--- src/rtl/alie_pkg.sv ---
package alie_pkg;

   // Operation codes carried by req_func
   localparam logic [2:0] FN_PUSH_FRONT = 3'd0;
   localparam logic [2:0] FN_PUSH_BACK  = 3'd1;
   localparam logic [2:0] FN_INSERT_AT  = 3'd2;
   localparam logic [2:0] FN_POP_FRONT  = 3'd3;
   localparam logic [2:0] FN_POP_BACK   = 3'd4;
   localparam logic [2:0] FN_ERASE_AT   = 3'd5;

   typedef enum logic [1:0] {
      STAT_OK    = 2'd0,
      STAT_FULL  = 2'd1,
      STAT_EMPTY = 2'd2,
      STAT_RANGE = 2'd3
   } status_type;

   typedef enum logic [3:0] {
      ST_IDLE,
      ST_CHECK,
      ST_STEP,
      ST_MOVE_RD,
      ST_MOVE_WR,
      ST_PLACE,
      ST_SHRINK,
      ST_RD_FRONT,
      ST_RD_BACK,
      ST_DONE
   } state_type;

   // Commands from the controller to the datapath
   typedef struct packed {
      logic take;
      logic setup;
      logic rd_move;
      logic wr_move;
      logic place;
      logic shrink;
      logic rd_front;
      logic rd_back;
      logic finish;
   } cmd_type;

   // Status from the datapath to the controller
   typedef struct packed {
      logic grow;
      logic modify;
      logic move_pending;
      logic rsp_free;
   } stat_type;

endpackage

--- src/rtl/alie_ctrl.sv ---
module alie_ctrl
   import alie_pkg::*;
(
   input  logic     clock,
   input  logic     reset,
   input  logic     req_valid,
   output logic     req_ready,
   input  stat_type stat,
   output cmd_type  cmd
);

   state_type state_ff;
   state_type state_in;

   always_ff @(posedge clock) begin
      if (reset) begin
         state_ff <= ST_IDLE;
      end else begin
         state_ff <= state_in;
      end
   end

   always_comb begin
      state_in = state_ff;
      unique case (state_ff)
         ST_IDLE: begin
            if (req_valid) state_in = ST_CHECK;
         end
         ST_CHECK: begin
            state_in = stat.modify ? ST_STEP : ST_RD_FRONT;
         end
         ST_STEP: begin
            if (stat.move_pending) begin
               state_in = ST_MOVE_RD;
            end else begin
               state_in = stat.grow ? ST_PLACE : ST_SHRINK;
            end
         end
         ST_MOVE_RD:  state_in = ST_MOVE_WR;
         ST_MOVE_WR:  state_in = ST_STEP;
         ST_PLACE:    state_in = ST_RD_FRONT;
         ST_SHRINK:   state_in = ST_RD_FRONT;
         ST_RD_FRONT: state_in = ST_RD_BACK;
         ST_RD_BACK:  state_in = ST_DONE;
         ST_DONE: begin
            if (stat.rsp_free) state_in = ST_IDLE;
         end
         default:     state_in = ST_IDLE;
      endcase
   end

   always_comb begin
      cmd       = '0;
      req_ready = 1'b0;
      unique case (state_ff)
         ST_IDLE: begin
            req_ready = 1'b1;
            cmd.take  = req_valid;
         end
         ST_CHECK:    cmd.setup    = 1'b1;
         ST_STEP:     ;
         ST_MOVE_RD:  cmd.rd_move  = 1'b1;
         ST_MOVE_WR:  cmd.wr_move  = 1'b1;
         ST_PLACE:    cmd.place    = 1'b1;
         ST_SHRINK:   cmd.shrink   = 1'b1;
         ST_RD_FRONT: cmd.rd_front = 1'b1;
         ST_RD_BACK:  cmd.rd_back  = 1'b1;
         ST_DONE:     cmd.finish   = stat.rsp_free;
         default:     ;
      endcase
   end

endmodule

--- src/rtl/alie_dp.sv ---
module alie_dp
   import alie_pkg::*;
#(
   parameter int CAPACITY   = 16,
   parameter int VALUE_BITS = 16
) (
   input  logic               clock,
   input  logic               reset,
   input  logic [2:0]         req_func,
   input  logic signed [15:0] req_value,
   input  logic [4:0]         req_position,
   output logic               rsp_valid,
   input  logic               rsp_ready,
   output logic [1:0]         rsp_status,
   output logic [4:0]         rsp_count,
   output logic signed [15:0] rsp_front_value,
   output logic signed [15:0] rsp_back_value,
   input  cmd_type            cmd,
   output stat_type           stat
);

   localparam int ADDR_W = (CAPACITY > 1) ? $clog2(CAPACITY) : 1;
   localparam int CNT_W  = $clog2(CAPACITY + 1);
   localparam int CMP_W  = (CNT_W > 5) ? CNT_W : 5;
   localparam int RO_W   = (VALUE_BITS > 16) ? VALUE_BITS : 16;

   logic [VALUE_BITS-1:0] mem [CAPACITY];

   logic [2:0]            func_ff;
   logic [VALUE_BITS-1:0] value_ff;
   logic [4:0]            pos_ff;
   logic [CNT_W-1:0]      fill_ff;
   logic [CNT_W-1:0]      fill_in;
   logic [CNT_W-1:0]      cursor_ff;
   logic [CNT_W-1:0]      target_ff;
   logic                  grow_ff;
   status_type            status_ff;
   logic [VALUE_BITS-1:0] rd_data_ff;
   logic [VALUE_BITS-1:0] front_ff;
   logic                  rsp_valid_ff;
   logic                  rsp_valid_in;
   logic [1:0]            rsp_status_ff;
   logic [4:0]            rsp_count_ff;
   logic [15:0]           rsp_front_ff;
   logic [15:0]           rsp_back_ff;

   logic signed [RO_W-1:0] value_wide;
   logic [CMP_W-1:0]       pos_wide;
   logic [CMP_W-1:0]       fill_wide;
   logic                   is_grow;
   logic                   is_shrink;
   status_type             status_now;
   logic [CNT_W-1:0]       target_now;
   logic [CNT_W-1:0]       fill_less;
   logic [RO_W-1:0]        front_wide;
   logic [RO_W-1:0]        back_wide;
   logic [CNT_W:0]         cursor_next_up;
   logic [ADDR_W-1:0]      rd_addr;
   logic                   wr_en;
   logic [ADDR_W-1:0]      wr_addr;
   logic [VALUE_BITS-1:0]  wr_data;

   assign value_wide = RO_W'(req_value);
   assign pos_wide   = CMP_W'(pos_ff);
   assign fill_wide  = CMP_W'(fill_ff);
   assign fill_less  = fill_ff - CNT_W'(1);

   // Classify the latched request against the current fill
   always_comb begin
      is_grow    = (func_ff == FN_PUSH_FRONT) || (func_ff == FN_PUSH_BACK) ||
                   (func_ff == FN_INSERT_AT);
      is_shrink  = (func_ff == FN_POP_FRONT) || (func_ff == FN_POP_BACK) ||
                   (func_ff == FN_ERASE_AT);
      status_now = STAT_OK;
      if (is_grow) begin
         if (fill_ff >= CNT_W'(CAPACITY)) begin
            status_now = STAT_FULL;
         end else if ((func_ff == FN_INSERT_AT) && (pos_wide > fill_wide)) begin
            status_now = STAT_RANGE;
         end
      end else if (is_shrink) begin
         if (fill_ff == '0) begin
            status_now = STAT_EMPTY;
         end else if ((func_ff == FN_ERASE_AT) && (pos_wide >= fill_wide)) begin
            status_now = STAT_RANGE;
         end
      end
   end

   always_comb begin
      target_now = '0;
      if (func_ff == FN_PUSH_BACK) begin
         target_now = fill_ff;
      end else if (func_ff == FN_POP_BACK) begin
         target_now = fill_less;
      end else if ((func_ff == FN_INSERT_AT) || (func_ff == FN_ERASE_AT)) begin
         target_now = pos_wide[CNT_W-1:0];
      end
   end

   assign cursor_next_up = {1'b0, cursor_ff} + (CNT_W+1)'(1);

   assign stat.grow         = grow_ff;
   assign stat.modify       = (is_grow || is_shrink) && (status_now == STAT_OK);
   assign stat.move_pending = grow_ff ? (cursor_ff > target_ff)
                                      : (cursor_next_up < {1'b0, fill_ff});
   assign stat.rsp_free     = !rsp_valid_ff || rsp_ready;

   // Request latch and move bookkeeping
   always_ff @(posedge clock) begin
      if (cmd.take) begin
         func_ff  <= req_func;
         value_ff <= value_wide[VALUE_BITS-1:0];
         pos_ff   <= req_position;
      end
      if (cmd.setup) begin
         status_ff <= status_now;
         grow_ff   <= is_grow;
         target_ff <= target_now;
         cursor_ff <= is_grow ? fill_ff : target_now;
      end else if (cmd.wr_move) begin
         cursor_ff <= grow_ff ? (cursor_ff - CNT_W'(1)) : cursor_next_up[CNT_W-1:0];
      end
      if (cmd.rd_back) begin
         front_ff <= rd_data_ff;
      end
   end

   always_comb begin
      fill_in = fill_ff;
      if (cmd.place) begin
         fill_in = fill_ff + CNT_W'(1);
      end else if (cmd.shrink) begin
         fill_in = fill_less;
      end
   end

   always_ff @(posedge clock) begin
      if (reset) begin
         fill_ff <= '0;
      end else begin
         fill_ff <= fill_in;
      end
   end

   // Entry store: one write and one registered read each cycle
   always_comb begin
      priority if (cmd.rd_front) begin
         rd_addr = '0;
      end else if (cmd.rd_move) begin
         rd_addr = grow_ff ? ADDR_W'(cursor_ff - CNT_W'(1))
                           : ADDR_W'(cursor_next_up);
      end else begin
         rd_addr = fill_less[ADDR_W-1:0];
      end
   end

   assign wr_en   = cmd.wr_move || cmd.place;
   assign wr_addr = cmd.place ? target_ff[ADDR_W-1:0] : cursor_ff[ADDR_W-1:0];
   assign wr_data = cmd.place ? value_ff : rd_data_ff;

   always_ff @(posedge clock) begin
      if (wr_en) begin
         mem[wr_addr] <= wr_data;
      end
      rd_data_ff <= mem[rd_addr];
   end

   // Result register
   assign front_wide = RO_W'(front_ff);
   assign back_wide  = RO_W'(rd_data_ff);

   always_ff @(posedge clock) begin
      if (cmd.finish) begin
         rsp_status_ff <= status_ff;
         rsp_count_ff  <= fill_wide[4:0];
         rsp_front_ff  <= (fill_ff == '0) ? 16'd0 : front_wide[15:0];
         rsp_back_ff   <= (fill_ff == '0) ? 16'd0 : back_wide[15:0];
      end
   end

   always_comb begin
      rsp_valid_in = rsp_valid_ff;
      if (cmd.finish) begin
         rsp_valid_in = 1'b1;
      end else if (rsp_ready) begin
         rsp_valid_in = 1'b0;
      end
   end

   always_ff @(posedge clock) begin
      if (reset) begin
         rsp_valid_ff <= 1'b0;
      end else begin
         rsp_valid_ff <= rsp_valid_in;
      end
   end

   assign rsp_valid       = rsp_valid_ff;
   assign rsp_status      = rsp_status_ff;
   assign rsp_count       = rsp_count_ff;
   assign rsp_front_value = $signed(rsp_front_ff);
   assign rsp_back_value  = $signed(rsp_back_ff);

endmodule

--- src/rtl/array_list_insert_erase.sv ---
// A rejected or unused request is checked, then the front and back entries are read for the
// result; one that changes the list first shifts the entries beyond the position one at a
// time (up to CAPACITY-1 of them), each move a read then a write of the entry store, which
// has one read and one write port. Items are taken one at a time; the next is taken once
// the result is registered. A waiting result does not block acceptance.
// Reset (synchronous, active high) empties the list; entry contents are not cleared.
module array_list_insert_erase
   import alie_pkg::*;
#(
   parameter int CAPACITY   = 16,
   parameter int VALUE_BITS = 16
) (
   input  logic               clock,
   input  logic               reset,
   input  logic               req_valid,
   output logic               req_ready,
   input  logic [2:0]         req_func,
   input  logic signed [15:0] req_value,
   input  logic [4:0]         req_position,
   output logic               rsp_valid,
   input  logic               rsp_ready,
   output logic [1:0]         rsp_status,
   output logic [4:0]         rsp_count,
   output logic signed [15:0] rsp_front_value,
   output logic signed [15:0] rsp_back_value
);

   // Command and status between sequencer and datapath
   cmd_type  cmd;
   stat_type stat;

   // Sequencer: check the request, walk the shift one entry at a time,
   // then read back the front and back entries for the result
   alie_ctrl u_ctrl (
      .clock     (clock),
      .reset     (reset),
      .req_valid (req_valid),
      .req_ready (req_ready),
      .stat      (stat),
      .cmd       (cmd)
   );

   // Datapath: request latch, fill count, entry store and result register
   alie_dp #(
      .CAPACITY   (CAPACITY),
      .VALUE_BITS (VALUE_BITS)
   ) u_dp (
      .clock           (clock),
      .reset           (reset),
      .req_func        (req_func),
      .req_value       (req_value),
      .req_position    (req_position),
      .rsp_valid       (rsp_valid),
      .rsp_ready       (rsp_ready),
      .rsp_status      (rsp_status),
      .rsp_count       (rsp_count),
      .rsp_front_value (rsp_front_value),
      .rsp_back_value  (rsp_back_value),
      .cmd             (cmd),
      .stat            (stat)
   );

endmodule
--- config.mk ---
export PLATFORM = sky130hd
export DESIGN_NAME = array_list_insert_erase
export DESIGN_NICKNAME = d
export VERILOG_FILES = /design/src/rtl/alie_pkg.sv /design/src/rtl/alie_ctrl.sv /design/src/rtl/alie_dp.sv /design/src/rtl/array_list_insert_erase.sv
export SDC_FILE = /design/constraint.sdc
export NUM_CORES = 1
export LEC_CHECK = 0
export BUFFER_PORTS_ARGS = -buffer_cell sky130_fd_sc_hd__buf_2
export CELL_PAD_IN_SITES_DETAIL_PLACEMENT = 0
export CELL_PAD_IN_SITES_GLOBAL_PLACEMENT = 2
export CORE_ASPECT_RATIO = 0.9
export CORE_MARGIN = 10
export CORE_UTILIZATION = 42
export CTS_BUF_LIST = sky130_fd_sc_hd__clkbuf_8 sky130_fd_sc_hd__clkbuf_16
export DETAILED_ROUTE_END_ITERATION = 6
export GPL_TIMING_DRIVEN = 0
export PLACE_DENSITY = 0.8
export SLEW_MARGIN = 25
export SYNTH_ARGS = -nofsm -noshare
export SYNTH_HDL_FRONTEND = slang
export SYNTH_SLANG_ARGS = --single-unit
--- constraint.sdc ---
create_clock -name clock -period 3.1 [get_ports clock]
set_input_delay 0.31 -clock clock [delete_from_list [all_inputs] [get_ports clock]]
set_output_delay 0.31 -clock clock [all_outputs]
set_load 0.01 [all_outputs]
==> flow_summary.json <==
{
  "rows": 65,
  "post_route_cells_drive_above_1_share_pct": 25.2,
  "worstMarginPinSlew_ns": 0.761,
  "clkSlewWorstSetupHoldPaths_ns": 0.06,
  "numClockSinks": 374,
  "area_growth_pct": 20.9,
  "grt_max_degree": 26,
  "num-fill-cells": 2832,
  "combined_area_of_all_synthesized_cells_um2": 15000,
  "postSynthNetCount": 938,
  "cp_data_arrival_time_ns": 3.46,
  "post_route_ant_nets": 0,
  "grt_remaining_overflow": 0,
  "critical_path_peak_fanout": 7,
  "timing_worst_setup_path_type": "flop to flop",
  "dpl_cell_area_um2": 16300,
  "postRouteWirelength_um": 33100,
  "worst_ir_drop_vdd_uv": 548,
  "fin_nets": 1107,
  "detailedRoute.firstIterationViolations": 720,
  "clockBufferDepth": 3,
  "core-area_um2": 35200,
  "finalSetupTns_ns": 0,
  "area_share_of_fa_ha_maj_cells_after_synthesis_pct": 1.58,
  "yosysSeqAreaShare_pct": 72.9,
  "die_area_um2": 43800,
  "dp_hpwl_um": 22500,
  "floorplan.io_pins": 69,
  "period_needed_ns": 3.06,
  "final_cell_mix": "edfxtp_1 (348), buf_2 (72), mux2i_1 (65)",
  "start_kind": "flop",
  "htreeDepth": 2,
  "final-setup-viol-count": 0,
  "die_height_um": 200,
  "first_pass_iters": 5,
  "holdCritPathClass": "primary input to flop",
  "post_synth_inst_count": 891,
  "grt_pass1_vias": 8160,
  "hold_viol": 0,
  "multi_input_comb_area_um2": 3990,
  "cts_buffers": 40,
  "synth-seq-cells": 374,
  "die_width_um": 219,
  "synth_edf_count": 348,
  "drt-vias-per-instance": 5.27,
  "fin_area_um2": 18200,
  "period_utilization_post_route_pct": 98.7,
  "critical_path_required_ns": 3.50,
  "worst_slew_slack_as_a_fraction_of_its_limit_pct": 49.2,
  "starting_density_of_the_core_pct": 42.7,
  "fmaxAchievable_mhz": 327,
  "run_status": "completed",
  "end_kind": "flop",
  "synth-warning-count": 0,
  "combinational_family_with_the_most_area_after_synthesis": "multiplexers",
  "clock_latency_ns": 0.53,
  "setup_repair_after_global_routing_missed_its_margin": "no",
  "synthesis.area_per_instance_um2": 16.9,
  "drv.max_cap_violation_count": 0,
  "seqCellArea_um2": 11000,
  "wl_per_cell_um": 21.3,
  "vias": 8205,
  "synth_largest_type_area_fraction_pct": 69.5,
  "finalClockSkew_ns": 0.0285,
  "grt_antenna_before_repair": 0,
  "post_synth_simple_gate_area_pct": 5.96,
  "synth-main-ff-cell": "edfxtp_1",
  "lkg_pwr_nw": 6.48,
  "mostFrequentLayoutCell": "edfxtp_1",
  "power.density_cell_area_nw_per_um2": 1040,
  "synth_async_sr_flop_share_pct": 0,
  "clock_tree.root_cell": "clkbuf_16",
  "synthMuxAreaShare_pct": 10.9,
  "port_buffers": 67,
  "globalRouteTotalUtil_pct": 15.0,
  "place_congestion": 0.800,
  "slew_viol_final": 0,
  "number_of_diodes": 0,
  "drc": 0,
  "synth.distinct_cells": 58,
  "synth_xor_xnor_area_share_pct": 0.815,
  "synth_top_cells_by_area": "edfxtp_1 (69%), mux2i_1 (4.6%), mux4_2 (4.0%), dfxtp_1 (3.5%), ha_1 (1.6%)",
  "synth_compound_area_share_pct": 5.76,
  "global_route_wire_length_before_repair_um": 50200,
  "synth.largest_area_cell": "edfxtp_1",
  "tritoncts": "built"
}
## power breakdown
part | switching (mW) | leakage, nW | internal, mW
Sequential | 0.323 | 3.38 | 6.79
Clock | 1.85 | 0.652 | 2.60
Combinational | 4.19 | 2.45 | 3.23
Total | 6.36 | 6.48 | 12.6
## cell type report
type / instances / share of cell area [%]
Buffer: 42 / 1.91
Clock buffer: 47 / 6.03
Clock inverter: 24 / 0.805
Inverter: 16 / 0.330
Multi-Input combinational cell: 456 / 21.9
Sequential cell: 374 / 60.3
Tap cell: 469 / 3.23
Timing Repair Buffer: 130 / 5.42
## worst max-delay path: stages (launching register included)
cell	delay (ns)
edfxtp_1	0.41
buf_6	0.16
or4b_4	0.52
o2111a_1	0.13
a221o_1	0.32
buf_6	0.18
buf_12	0.14
mux4_2	0.44
a22o_4	0.26
or3_4	0.37
## synthesized netlist by cell type, types with 6 or more instances
cell type  number
edfxtp_1      348
mux2i_1        69
nor2_1         48
nor2b_1        37
a21oi_1        32
o22ai_1        31
clkbuf_1       30
mux4_2         27
nand2_1        27
dfxtp_1        26
ha_1           19
o21ai_0        19
a22o_1         17
mux2_2         17
or3_1          17
inv_1          16
nand3_1         8
nor3b_1         8
xnor2_1         8
nand2b_1        7
buf_2           6
xor2_1          6
## registers in the layout (all words and copies together), names as in the netlist
| signal | flops |
|---|---|
| u_dp.back_wide | 16 |
| u_dp.status_ff | 2 |
| u_dp.front_ff | 16 |
| u_dp.cursor_ff | 5 |
| u_dp.pos_ff | 5 |
| u_dp.target_ff | 5 |
| u_dp.grow_ff | 1 |
| u_ctrl.state_ff | 4 |
| u_dp.rsp_status | 2 |
| u_dp.func_ff | 3 |
| u_dp.rsp_front_value | 16 |
| u_dp.mem | 256 |
| u_dp.rsp_back_value | 16 |
| u_dp.rsp_count | 5 |
| u_dp.rsp_valid | 1 |
| u_dp.value_ff | 16 |
| u_dp.fill_ff | 5 |
## metrics by stage
stage / cells / worst slack (ns) / utilization, % / hold slack, ns / power (mW)
floorplan: 891 / 0.164 / - / 0.400 / 11.8
global placement: 1427 / -1.84 / 45.3 / 0.406 / 13.8
detailed placement: 1448 / -0.897 / 46.2 / 0.405 / 14.0
CTS: 1545 / 0.00142 / 51.0 / 0.141 / 18.7
global route: 1558 / 0.00629 / 51.6 / 0.192 / 20.0
finish: 1558 / 0.0390 / 51.6 / 0.161 / 19.0
## kinds of logic after synthesis
logic type	count (synthesis)
adder cells (fa/ha/maj)	19
AND/OR/NAND/NOR	170
multiplexers	120
AO/OA/AOI/OAI	133
flip-flops	374
buffers and inverters	61
XOR/XNOR	14
## what timing repair did
action	4_1_cts	5_1_grt
cloned	0	1
setup endpoints to repair	253	197
resized for setup	47	27
pin swaps	2	9
setup buffers	2	15
endpoints found under the hold margin	24	0
hold buffers	24	0
## path summary, 6_finish.rpt
check	startpoint	to	slack, ns	cells after the start
hold reg to reg	u_dp.status_ff[1]$_DFFE_PP_	u_dp.rsp_status[1]$_DFFE_PP_	0.42	0
hold / removal	rsp_ready	u_dp.rsp_valid$_SDFFE_PP0P_	0.16	3
setup / recovery	u_dp.cursor_ff[2]$_DFFE_PP_	u_dp.back_wide[0]$_DFF_P_	0.04	9
setup reg to reg	u_dp.cursor_ff[2]$_DFFE_PP_	u_dp.back_wide[0]$_DFF_P_	0.04	9
## layer usage
metal / up-vias / routed length, µm / global-route usage, %
met5: - / 0 / 0
met4: 0 / 497 / 3.32
met3: 39 / 1930 / 2.60
met2: 202 / 14500 / 22.1
met1: 4123 / 16200 / 22.6
li1: 3841 / - / -
Power figures use the tool's default switching activity.
